==> src/rtl/core/bsoc_pkg.sv <==
`timescale 1ns / 1ps
// Shared constants, types and lookup helpers of the battery SOC estimator.
package bsoc_pkg;

	localparam int ACTION_W   = 2;
	localparam int VOLT_W     = 17;
	localparam int CUR_W      = 20;
	localparam int TIME_W     = 32;
	localparam int SOC_W      = 23;
	localparam int CAP_W      = 20;
	localparam int REST_W     = 17;
	localparam int ALPHA_W    = 17;
	localparam int CFG_IDX_W  = 2;
	localparam int CFG_DATA_W = 20;

	localparam logic [ACTION_W-1:0] ACT_SAMPLE  = 2'd0;
	localparam logic [ACTION_W-1:0] ACT_RESTORE = 2'd1;
	localparam logic [ACTION_W-1:0] ACT_CLEAR   = 2'd2;

	localparam logic [CFG_IDX_W-1:0] CFG_CAPACITY = 2'd0;
	localparam logic [CFG_IDX_W-1:0] CFG_REST     = 2'd1;
	localparam logic [CFG_IDX_W-1:0] CFG_ALPHA    = 2'd2;

	localparam logic [CAP_W-1:0]   CAP_RESET   = 20'd20000;
	localparam logic [REST_W-1:0]  REST_RESET  = 17'd1000;
	localparam logic [ALPHA_W-1:0] ALPHA_RESET = 17'd62259;

	localparam logic [SOC_W-1:0]   SOC_FULL  = 23'd6553600;
	localparam logic [ALPHA_W-1:0] Q16_ONE   = 17'h10000;
	localparam logic [23:0]        DELTA_MAX = 24'd13107200;

	// Shared multiplier operand widths.
	localparam int MUL_A_W = 20;
	localparam int MUL_B_W = 32;
	localparam int MUL_P_W = MUL_A_W + MUL_B_W;

	// Shared divider widths: numerator, divisor and quotient.
	localparam int DIV_NUM_W = 68;
	localparam int DIV_DEN_W = 36;
	localparam int DIV_Q_W   = 24;

	localparam int TABLE_POINTS = 13;
	localparam int SEG_W        = $clog2(TABLE_POINTS);
	localparam int PCT_W        = 7;

	localparam logic [VOLT_W-1:0] OCV_MV [TABLE_POINTS] = '{
		17'd42000, 17'd46000, 17'd48000, 17'd50000, 17'd52000, 17'd54000, 17'd56000,
		17'd58000, 17'd60000, 17'd62000, 17'd64000, 17'd66000, 17'd68000
	};
	localparam logic [PCT_W-1:0] OCV_PCT [TABLE_POINTS] = '{
		7'd0, 7'd5, 7'd10, 7'd20, 7'd35, 7'd50, 7'd65,
		7'd78, 7'd88, 7'd94, 7'd97, 7'd99, 7'd100
	};

	typedef struct packed {
		logic busy;
		logic done;
		logic ovf;
	} div_status_t;

	// Picks the first segment whose upper breakpoint is not below the voltage.
	function automatic logic [SEG_W-1:0] seg_find(input logic [VOLT_W-1:0] v);
		logic [SEG_W-1:0] seg;
		seg = '0;
		for (int i = TABLE_POINTS - 2; i >= 0; i--) begin
			if (v <= OCV_MV[i+1]) begin
				seg = SEG_W'(i);
			end
		end
		return seg;
	endfunction

	function automatic logic [VOLT_W-1:0] seg_lo_mv(input logic [SEG_W-1:0] seg);
		return OCV_MV[seg];
	endfunction

	function automatic logic [VOLT_W-1:0] seg_step_mv(input logic [SEG_W-1:0] seg);
		return OCV_MV[SEG_W'(seg + 1'b1)] - OCV_MV[seg];
	endfunction

	function automatic logic [SOC_W-1:0] seg_base_soc(input logic [SEG_W-1:0] seg);
		return {OCV_PCT[seg], 16'b0};
	endfunction

	function automatic logic [SOC_W-1:0] seg_span(input logic [SEG_W-1:0] seg);
		return {OCV_PCT[SEG_W'(seg + 1'b1)] - OCV_PCT[seg], 16'b0};
	endfunction

endpackage

==> src/rtl/core/bsoc_if.sv <==
`timescale 1ns / 1ps
// Valid/ready channel interfaces for estimator requests and SOC results.
interface bsoc_in_if;
	import bsoc_pkg::*;

	logic                     valid;
	logic                     ready;
	logic [ACTION_W-1:0]      action;
	logic [VOLT_W-1:0]        voltage_mv;
	logic signed [CUR_W-1:0]  current_ma;
	logic [TIME_W-1:0]        now_ms;
	logic [SOC_W-1:0]         restore_soc;

	modport source(output valid, action, voltage_mv, current_ma, now_ms, restore_soc,
		input ready);
	modport sink(input valid, action, voltage_mv, current_ma, now_ms, restore_soc,
		output ready);
endinterface

interface bsoc_out_if;
	import bsoc_pkg::*;

	logic             valid;
	logic             ready;
	logic [SOC_W-1:0] soc;
	logic             soc_valid;

	modport source(output valid, soc, soc_valid, input ready);
	modport sink(input valid, soc, soc_valid, output ready);
endinterface

==> src/rtl/core/bsoc_div.sv <==
`timescale 1ns / 1ps
// Radix-2 restoring divider shared by charge scaling and voltage interpolation.
module bsoc_div (
	input  logic                            clk,
	input  logic                            arst_n,
	input  logic                            start,
	input  logic [bsoc_pkg::DIV_NUM_W-1:0]  num,
	input  logic [bsoc_pkg::DIV_DEN_W-1:0]  den,
	output logic [bsoc_pkg::DIV_Q_W-1:0]    quo,
	output bsoc_pkg::div_status_t           status
);
	import bsoc_pkg::*;

	localparam int TOP_W = DIV_NUM_W - DIV_Q_W;
	localparam int CNT_W = $clog2(DIV_Q_W + 1);

	logic [DIV_DEN_W-1:0] rem_q;
	logic [DIV_DEN_W-1:0] den_q;
	logic [DIV_Q_W-1:0]   low_q;
	logic [DIV_Q_W-1:0]   quo_q;
	logic [CNT_W-1:0]     cnt_q;
	logic                 busy_q;
	logic                 done_q;
	logic                 ovf_q;

	logic [TOP_W-1:0]     top;
	logic                 top_ovf;
	logic [DIV_DEN_W:0]   trial;
	logic                 fits;
	logic [DIV_DEN_W:0]   diff;

	assign top     = num[DIV_NUM_W-1:DIV_Q_W];
	assign top_ovf = top >= TOP_W'(den);
	assign trial   = {rem_q, low_q[DIV_Q_W-1]};
	assign fits    = trial >= {1'b0, den_q};
	assign diff    = trial - {1'b0, den_q};

	always_ff @(posedge clk or negedge arst_n) begin
		if (!arst_n) begin
			busy_q <= 1'b0;
			done_q <= 1'b0;
			cnt_q  <= '0;
		end else if (start) begin
			busy_q <= 1'b1;
			done_q <= 1'b0;
			cnt_q  <= CNT_W'(DIV_Q_W);
		end else if (busy_q) begin
			cnt_q <= cnt_q - 1'b1;
			if (cnt_q == CNT_W'(1)) begin
				busy_q <= 1'b0;
				done_q <= 1'b1;
			end
		end else begin
			done_q <= 1'b0;
		end
	end

	always_ff @(posedge clk) begin
		if (start) begin
			rem_q <= top[DIV_DEN_W-1:0];
			low_q <= num[DIV_Q_W-1:0];
			den_q <= den;
			ovf_q <= top_ovf;
		end else if (busy_q) begin
			rem_q <= fits ? diff[DIV_DEN_W-1:0] : trial[DIV_DEN_W-1:0];
			low_q <= {low_q[DIV_Q_W-2:0], 1'b0};
			quo_q <= {quo_q[DIV_Q_W-2:0], fits};
		end
	end

	assign quo         = quo_q;
	assign status.busy = busy_q;
	assign status.done = done_q;
	assign status.ovf  = ovf_q;
endmodule

==> src/rtl/core/battery_soc_hybrid_estimator.sv <==
`timescale 1ns / 1ps
// Top level of the battery state-of-charge estimator with voltage correction.
// One transaction is worked on at a time and the request channel is ready only
// while the sequencer is idle. Restore, clear and the unused action code go
// straight from acceptance to the result. The first sample after reset or clear
// takes its SOC from the voltage curve alone, a charge-counting sample runs the
// charge division, and a sample at or below the rest current also applies the
// voltage blend. A voltage at or beyond either end of the curve skips the
// interpolation division. The sequencer uses the single 24-step radix-2 divider,
// once for the charge step and once for the voltage interpolation, and the single
// 20x32 multiplier that all products share one per cycle. Stalls on the result
// channel hold the sequencer in its done state. A finished result waits in the
// output register while the next transaction is accepted.
module battery_soc_hybrid_estimator (
	input  logic                             clk,
	input  logic                             arst_n,
	input  logic                             cfg_we,
	input  logic [bsoc_pkg::CFG_IDX_W-1:0]   cfg_idx,
	input  logic [bsoc_pkg::CFG_DATA_W-1:0]  cfg_data,
	bsoc_in_if.sink                          request,
	bsoc_out_if.source                       result
);
	import bsoc_pkg::*;

	localparam int ST_W = 4;
	localparam logic [ST_W-1:0] ST_IDLE = 4'd0;
	localparam logic [ST_W-1:0] ST_DEN  = 4'd1;
	localparam logic [ST_W-1:0] ST_PROD = 4'd2;
	localparam logic [ST_W-1:0] ST_DIVP = 4'd3;
	localparam logic [ST_W-1:0] ST_DIVW = 4'd4;
	localparam logic [ST_W-1:0] ST_OCV  = 4'd5;
	localparam logic [ST_W-1:0] ST_OCVS = 4'd6;
	localparam logic [ST_W-1:0] ST_OCVW = 4'd7;
	localparam logic [ST_W-1:0] ST_OCVD = 4'd8;
	localparam logic [ST_W-1:0] ST_BL1  = 4'd9;
	localparam logic [ST_W-1:0] ST_BL2  = 4'd10;
	localparam logic [ST_W-1:0] ST_BL3  = 4'd11;
	localparam logic [ST_W-1:0] ST_DONE = 4'd12;

	localparam int ACC_W = 41;

	logic [ST_W-1:0]       state_q;
	logic [CAP_W-1:0]      cap_q;
	logic [REST_W-1:0]     rest_q;
	logic [ALPHA_W-1:0]    alpha_q;
	logic [SOC_W-1:0]      soc_q;
	logic                  anch_q;
	logic [TIME_W-1:0]     last_q;
	logic [VOLT_W-1:0]     volt_q;
	logic [CUR_W-1:0]      mag_q;
	logic                  neg_q;
	logic [TIME_W-1:0]     now_q;
	logic [DIV_DEN_W-1:0]  den_q;
	logic [MUL_P_W-1:0]    mul_q;
	logic [SEG_W-1:0]      seg_q;
	logic [SOC_W-1:0]      ocv_q;
	logic [ACC_W-1:0]      acc_q;
	logic                  out_valid_q;
	logic [SOC_W-1:0]      out_soc_q;
	logic                  out_sv_q;

	logic                  accept;
	logic [CUR_W-1:0]      raw_cur;
	logic [CUR_W-1:0]      mag_c;
	logic [SOC_W-1:0]      rsoc_c;
	logic [CAP_W-1:0]      cap_eff;
	logic [ALPHA_W-1:0]    alpha_eff;
	logic [ALPHA_W-1:0]    alpha_inv;
	logic [TIME_W-1:0]     dt;
	logic [SEG_W-1:0]      seg_c;
	logic [MUL_A_W-1:0]    mul_a;
	logic [MUL_B_W-1:0]    mul_b;
	logic [MUL_P_W-1:0]    mul_p;
	logic                  div_start;
	logic [DIV_NUM_W-1:0]  div_num;
	logic [DIV_DEN_W-1:0]  div_den;
	logic [DIV_Q_W-1:0]    div_quo;
	div_status_t           div_st;
	logic [DIV_Q_W-1:0]    delta;
	logic signed [25:0]    charged;
	logic [SOC_W-1:0]      charged_clamp;
	logic [ACC_W:0]        blend_sum;
	logic [25:0]           blend;
	logic [SOC_W-1:0]      blend_clamp;
	logic                  out_load;
	logic                  rest_hit;

	assign accept  = request.valid && request.ready;
	assign raw_cur = request.current_ma;
	assign mag_c   = raw_cur[CUR_W-1] ? (~raw_cur + 1'b1) : raw_cur;
	assign rsoc_c  = (request.restore_soc > SOC_FULL) ? SOC_FULL : request.restore_soc;

	assign cap_eff   = (cap_q == '0) ? CAP_W'(1) : cap_q;
	assign alpha_eff = alpha_q[ALPHA_W-1] ? Q16_ONE : alpha_q;
	assign alpha_inv = Q16_ONE - alpha_eff;
	assign dt        = now_q - last_q;
	assign seg_c     = seg_find(volt_q);
	assign rest_hit  = mag_q <= CUR_W'(rest_q);

	always_comb begin
		mul_a = '0;
		mul_b = '0;
		unique case (state_q)
			ST_DEN: begin
				mul_a = cap_eff;
				mul_b = 32'd36000;
			end
			ST_PROD: begin
				mul_a = mag_q;
				mul_b = dt;
			end
			ST_OCV: begin
				mul_a = MUL_A_W'(volt_q - seg_lo_mv(seg_c));
				mul_b = MUL_B_W'(seg_span(seg_c));
			end
			ST_BL1: begin
				mul_a = MUL_A_W'(alpha_eff);
				mul_b = MUL_B_W'(soc_q);
			end
			ST_BL2: begin
				mul_a = MUL_A_W'(alpha_inv);
				mul_b = MUL_B_W'(ocv_q);
			end
			default: begin
				mul_a = '0;
				mul_b = '0;
			end
		endcase
	end

	assign mul_p = MUL_P_W'(mul_a) * MUL_P_W'(mul_b);

	always_comb begin
		div_start = 1'b0;
		div_num   = {mul_q, 16'b0} + DIV_NUM_W'(den_q >> 1);
		div_den   = den_q;
		unique case (state_q)
			ST_DIVP: begin
				div_start = 1'b1;
			end
			ST_OCVS: begin
				div_start = 1'b1;
				div_num   = DIV_NUM_W'(mul_q[31:0]);
				div_den   = DIV_DEN_W'(seg_step_mv(seg_q));
			end
			default: begin
				div_start = 1'b0;
			end
		endcase
	end

	bsoc_div u_div (
		.clk    (clk),
		.arst_n (arst_n),
		.start  (div_start),
		.num    (div_num),
		.den    (div_den),
		.quo    (div_quo),
		.status (div_st)
	);

	assign delta   = (div_st.ovf || (div_quo > DELTA_MAX)) ? DELTA_MAX : div_quo;
	assign charged = neg_q ? ($signed({3'b0, soc_q}) - $signed({2'b0, delta}))
		: ($signed({3'b0, soc_q}) + $signed({2'b0, delta}));
	assign charged_clamp = (charged < 0) ? '0
		: ((charged > $signed({3'b0, SOC_FULL})) ? SOC_FULL : charged[SOC_W-1:0]);

	assign blend_sum   = {1'b0, acc_q} + (ACC_W+1)'(mul_q[ACC_W-1:0]) + (ACC_W+1)'(32768);
	assign blend       = blend_sum[ACC_W:16];
	assign blend_clamp = (blend > 26'(SOC_FULL)) ? SOC_FULL : blend[SOC_W-1:0];

	assign out_load = (state_q == ST_DONE) && (!out_valid_q || result.ready);

	always_ff @(posedge clk or negedge arst_n) begin
		if (!arst_n) begin
			cap_q   <= CAP_RESET;
			rest_q  <= REST_RESET;
			alpha_q <= ALPHA_RESET;
		end else if (cfg_we) begin
			unique case (cfg_idx)
				CFG_CAPACITY: cap_q   <= cfg_data[CAP_W-1:0];
				CFG_REST:     rest_q  <= cfg_data[REST_W-1:0];
				CFG_ALPHA:    alpha_q <= cfg_data[ALPHA_W-1:0];
				default: begin
				end
			endcase
		end
	end

	always_ff @(posedge clk or negedge arst_n) begin
		if (!arst_n) begin
			state_q <= ST_IDLE;
			soc_q   <= '0;
			anch_q  <= 1'b0;
			last_q  <= '0;
		end else begin
			unique case (state_q)
				ST_IDLE: begin
					if (accept) begin
						priority if (request.action == ACT_SAMPLE) begin
							state_q <= anch_q ? ST_DEN : ST_OCV;
						end else if (request.action == ACT_RESTORE) begin
							soc_q   <= rsoc_c;
							anch_q  <= 1'b1;
							last_q  <= request.now_ms;
							state_q <= ST_DONE;
						end else if (request.action == ACT_CLEAR) begin
							soc_q   <= '0;
							anch_q  <= 1'b0;
							last_q  <= request.now_ms;
							state_q <= ST_DONE;
						end else begin
							state_q <= ST_DONE;
						end
					end
				end
				ST_DEN:  state_q <= ST_PROD;
				ST_PROD: state_q <= ST_DIVP;
				ST_DIVP: state_q <= ST_DIVW;
				ST_DIVW: begin
					if (div_st.done) begin
						soc_q   <= charged_clamp;
						last_q  <= now_q;
						state_q <= rest_hit ? ST_OCV : ST_DONE;
					end
				end
				ST_OCV: begin
					if (volt_q <= OCV_MV[0] || volt_q >= OCV_MV[TABLE_POINTS-1]) begin
						state_q <= ST_OCVD;
					end else begin
						state_q <= ST_OCVS;
					end
				end
				ST_OCVS: state_q <= ST_OCVW;
				ST_OCVW: begin
					if (div_st.done) begin
						state_q <= ST_OCVD;
					end
				end
				ST_OCVD: begin
					if (!anch_q) begin
						soc_q   <= ocv_q;
						anch_q  <= 1'b1;
						last_q  <= now_q;
						state_q <= ST_DONE;
					end else begin
						state_q <= ST_BL1;
					end
				end
				ST_BL1: state_q <= ST_BL2;
				ST_BL2: state_q <= ST_BL3;
				ST_BL3: begin
					soc_q   <= blend_clamp;
					state_q <= ST_DONE;
				end
				ST_DONE: begin
					if (out_load) begin
						state_q <= ST_IDLE;
					end
				end
				default: state_q <= ST_IDLE;
			endcase
		end
	end

	always_ff @(posedge clk) begin
		if (accept) begin
			volt_q <= request.voltage_mv;
			mag_q  <= mag_c;
			neg_q  <= raw_cur[CUR_W-1];
			now_q  <= request.now_ms;
		end
		mul_q <= mul_p;
		if (state_q == ST_PROD) begin
			den_q <= mul_q[DIV_DEN_W-1:0];
		end
		if (state_q == ST_OCV) begin
			seg_q <= seg_c;
			if (volt_q <= OCV_MV[0]) begin
				ocv_q <= '0;
			end else if (volt_q >= OCV_MV[TABLE_POINTS-1]) begin
				ocv_q <= SOC_FULL;
			end
		end
		if (state_q == ST_OCVW && div_st.done) begin
			ocv_q <= seg_base_soc(seg_q) + div_quo[SOC_W-1:0];
		end
		if (state_q == ST_BL2) begin
			acc_q <= mul_q[ACC_W-1:0];
		end
		if (out_load) begin
			out_soc_q <= anch_q ? soc_q : '0;
			out_sv_q  <= anch_q;
		end
	end

	always_ff @(posedge clk or negedge arst_n) begin
		if (!arst_n) begin
			out_valid_q <= 1'b0;
		end else if (out_load) begin
			out_valid_q <= 1'b1;
		end else if (result.ready) begin
			out_valid_q <= 1'b0;
		end
	end

	assign request.ready    = (state_q == ST_IDLE);
	assign result.valid     = out_valid_q;
	assign result.soc       = out_soc_q;
	assign result.soc_valid = out_sv_q;
endmodule
==> src/flat_wrapper.sv <==
// flat-port wrapper written by rule: the top's interface ports become plain ports
module battery_soc_hybrid_estimator_flat import bsoc_pkg::*;
  (clk, arst_n, cfg_we, cfg_idx, cfg_data, request_valid, request_action, request_voltage_mv, request_current_ma, request_now_ms, request_restore_soc, request_ready, result_valid, result_soc, result_soc_valid, result_ready);
  bsoc_in_if request_i ();
  bsoc_out_if result_i ();
  input  logic clk;
  input  logic arst_n;
  input  logic cfg_we;
  input  logic [bsoc_pkg::CFG_IDX_W-1:0] cfg_idx;
  input  logic [bsoc_pkg::CFG_DATA_W-1:0] cfg_data;
  input wire logic [$bits(request_i.valid)-1:0] request_valid;
  input wire logic [$bits(request_i.action)-1:0] request_action;
  input wire logic [$bits(request_i.voltage_mv)-1:0] request_voltage_mv;
  input wire logic [$bits(request_i.current_ma)-1:0] request_current_ma;
  input wire logic [$bits(request_i.now_ms)-1:0] request_now_ms;
  input wire logic [$bits(request_i.restore_soc)-1:0] request_restore_soc;
  output wire logic [$bits(request_i.ready)-1:0] request_ready;
  output wire logic [$bits(result_i.valid)-1:0] result_valid;
  output wire logic [$bits(result_i.soc)-1:0] result_soc;
  output wire logic [$bits(result_i.soc_valid)-1:0] result_soc_valid;
  input wire logic [$bits(result_i.ready)-1:0] result_ready;
  assign request_i.valid = request_valid;
  assign request_i.action = request_action;
  assign request_i.voltage_mv = request_voltage_mv;
  assign request_i.current_ma = request_current_ma;
  assign request_i.now_ms = request_now_ms;
  assign request_i.restore_soc = request_restore_soc;
  assign request_ready = request_i.ready;
  assign result_valid = result_i.valid;
  assign result_soc = result_i.soc;
  assign result_soc_valid = result_i.soc_valid;
  assign result_i.ready = result_ready;
  battery_soc_hybrid_estimator u_core (.clk(clk), .arst_n(arst_n), .cfg_we(cfg_we), .cfg_idx(cfg_idx), .cfg_data(cfg_data), .request(request_i), .result(result_i));
endmodule
==> config.mk <==
export PLATFORM = sky130hd
export DESIGN_NAME = battery_soc_hybrid_estimator_flat
export DESIGN_NICKNAME = d
export VERILOG_FILES = /design/src/rtl/core/bsoc_pkg.sv /design/src/rtl/core/bsoc_if.sv /design/src/rtl/core/bsoc_div.sv /design/src/rtl/core/battery_soc_hybrid_estimator.sv /design/src/flat_wrapper.sv
export SDC_FILE = /design/constraint.sdc
export NUM_CORES = 2
export LEC_CHECK = 0
export BUFFER_PORTS_ARGS = -buffer_cell sky130_fd_sc_hd__buf_4
export CAP_MARGIN = 20
export CORE_UTILIZATION = 45
export DETAILED_ROUTE_END_ITERATION = 10
export SLEW_MARGIN = 20
export SYNTH_ARGS = -nofsm -noshare
export SYNTH_HDL_FRONTEND = slang
export SYNTH_HIERARCHICAL = 1
export SYNTH_SLANG_ARGS = --single-unit
==> constraint.sdc <==
create_clock -name clk -period 14.01 [get_ports clk]
set_clock_uncertainty 0.05 [all_clocks]
set_input_delay 1.401 -clock clk [delete_from_list [all_inputs] [get_ports clk]]
set_output_delay 1.401 -clock clk [all_outputs]
set_load 0.02 [all_outputs]
==> flow_summary.yaml <==
run_status:
  status: "finished clean"
routing:
  drt_iter0_drc: 3981
  vias: 44101
  drc: 0
  viasPerCell: 5.73
  drt-total-wl_um: 178000
  wl_per_cell_um: 23.1
  ant_nets: 0
  dr.pass1.iters: 6
setup_path:
  cpPeakStageDelay_ns: 0.59
  worstSetupPathType: "reg -> reg"
  r2r-end: "u_core/mul_q[51]"
  crit_start: "u_core/volt_q[14]"
  crit_family: "compound AO/OA/AOI/OAI gates"
  crit_end: "u_core/mul_q[51]"
  path_max_fanout: 15
  worst_ep_arrival_time_ns: 13.78
  path_buf_inv: 4
  critical_path_depth: 48
  cp_common_cell: "fa_1"
  critPathCaptureType: "flop"
  startpoint_type: "flop"
  cp_slowest_cell: "or4_1"
  ff2ff_setup_slack_ns: 0.72
  reg2reg_depth: 48
  r2r_start: "u_core/volt_q[14]"
  cp.required_ns: 14.49
global_routing:
  antenna_found_initial: 2
  grt_pass1_wl_um: 270000
  grt_overflow: 0
  grt_max_degree: 74
  grt_usage_pct: 29.1
  grt_pass1_vias: 43950
placement:
  io_buffers: 146
  placed_area_um2: 57500
  hpwlAfterDp_um: 139000
  gp_congestion: 0.964
clock_tree:
  clock_path_buffers: 3
  clock-sinks: 493
  cts_root_buf: "clkbuf_16"
  cts_hold_buf: 0
  clk_latency_ns: 0.71
  cts_htree_levels: 2
  cts_tree: "yes"
  numCtsBuffers: 58
  clkTransAtPathRegs_ns: 0.07
power:
  clock_power_share_pct: 11.4
  power.total_mw: 14.7
  p_leak_nw: 27.6
  p_seq_share_pct: 18.7
  p_sw_mw: 7.78
  p_per_area_nw_per_um2: 246
  intPower_mw: 6.89
  swShare_pct: 53.1
  ir_worst_vdd_uv: 175
  pwr-share-comb_pct: 70.0
sta:
  slew_viol_final: 0
  rsz0062_at_grt: "yes"
  tightest_slew_ns: 1.25
  fmax_mhz: 75.2
  fin_crit_sh_pct: 94.9
  fin_setup_tns_ns: 0
  hold_ws_ns: 0.426
  finalSetupViolations: 0
  slew_headroom_pct: 16.4
  min_period_ns: 13.29
  hold_violations: 0
logic_synthesis:
  ys_warn_count: 6
  synth_cells: 6005
  mappedNetlistArea_um2: 54500
  avgSynthCellArea_um2: 9.08
  syn-num-nets: 7157
final_layout:
  final_nets: 7186
  drive_above_1_share_pct: 8.89
  num-fill-cells: 11499
  postLayoutCellArea_um2: 59600
  post-route-util_pct: 49.7
  area_growth_pct: 9.35
die:
  die_h_um: 350
  fp-row-count: 127
  num_io_pins: 147
  coreArea_um2: 120000
  fp.dieArea_um2: 123000
  die_width_um: 350
  start_util_pct: 45.4
worst_hold_path:
  hold_class: "reg -> reg"
run:
  drv_cap: 0
[layer usage]
metal  GRT usage (%)  up-vias  wire length, um
met5               0        -                0
met4            11.8        0             8030
met1            39.9    21927            77800
li1                -    20218                -
met2            45.9     1606            79300
met3            4.70      350            12500
[state kept, by name (all words and copies together), names as in the netlist, 24 cells and up]
register and count:
u_core/u_div/rem_q 36, u_core/mul_q 52, u_core/u_div/den_q 36, u_core/now_q 32, u_core/u_div/quo 24, u_core/acc_q 41, u_core/last_q 32, u_core/den_q 36
u_core/u_div/low_q 24
[placed cells by master, fill, tap and decap left out, types with 82 or more instances in the layout]
| cell | count |
|---|---|
| a21o_1 | 126 |
| a21oi_1 | 307 |
| and2_1 | 106 |
| buf_4 | 233 |
| dfrtp_1 | 101 |
| edfxtp_1 | 319 |
| fa_1 | 545 |
| ha_1 | 486 |
| inv_1 | 838 |
| mux2_2 | 98 |
| nand2_1 | 714 |
| nand2b_1 | 82 |
| nor2_1 | 442 |
| o21ai_0 | 282 |
| xnor2_1 | 159 |
[final cells by class]
| class | count | area [um^2] | area share [%] |
|---|---|---|---|
| diodes | 1 | 2.50 | 0.00420 |
| inverters | 843 | 3170 | 5.31 |
| clock buffers | 73 | 1570 | 2.63 |
| flip-flops and latches | 493 | 13700 | 23.0 |
| multi-input cells | 4404 | 36900 | 61.9 |
| clock inverters | 37 | 512 | 0.858 |
| repair buffers | 234 | 1750 | 2.94 |
| well taps | 1612 | 2020 | 3.38 |
[worst reg2reg max path, delay by kind of cell, from the launching register on]
kind / cells / cell delay (ns)
AOI/OAI and AO/OA: 24 / 5.03
adders and majority gates: 11 / 4.83
and+or+nand+nor: 7 / 1.89
buffers and inverters: 4 / 0.55
DFF: 1 / 0.47
xor gates and xnor gates: 2 / 0.31
[power groups by stage]
stage	combinational (mW)	sequential, mW	clock [mW]
3_3_place_gp	10.0	2.74	0
6_report	10.3	2.74	1.67
2_1_floorplan	7.10	2.51	0
3_5_place_dp	10.1	2.75	0
5_1_grt	11.3	2.78	1.75
4_1_cts	10.2	2.72	1.70
[how the worst min path moves through the flow]
| stage | end | slack, ns | cells after the start | startpoint |
|---|---|---|---|---|
| after floorplan | u_core/result.soc_valid | 0.40 | 0 | u_core/anch_q |
| after global placement | u_core/last_q[25] | 0.41 | 2 | u_core/last_q[25] |
| after detailed placement | u_core/last_q[16] | 0.42 | 2 | u_core/last_q[16] |
| after CTS | u_core/last_q[24] | 0.43 | 2 | u_core/last_q[24] |
| after global routing | u_core/last_q[21] | 0.44 | 2 | u_core/last_q[21] |
| final | u_core/last_q[24] | 0.43 | 2 | u_core/last_q[24] |
[repair_timing]
item | CTS | global route
gates resized for setup | 0 | 13
setup endpoints to repair | 0 | 19
setup buffers | 0 | 1
[metrics by stage]
step           instances  worst slack (ns)
3_5_place_dp        7584             0.247
6_report            7697             0.715
3_3_place_gp        7583             0.551
4_1_cts             7694             0.134
2_1_floorplan       6005              1.44
5_1_grt             7696          -0.00648
(Power assumes the default switching activity.)
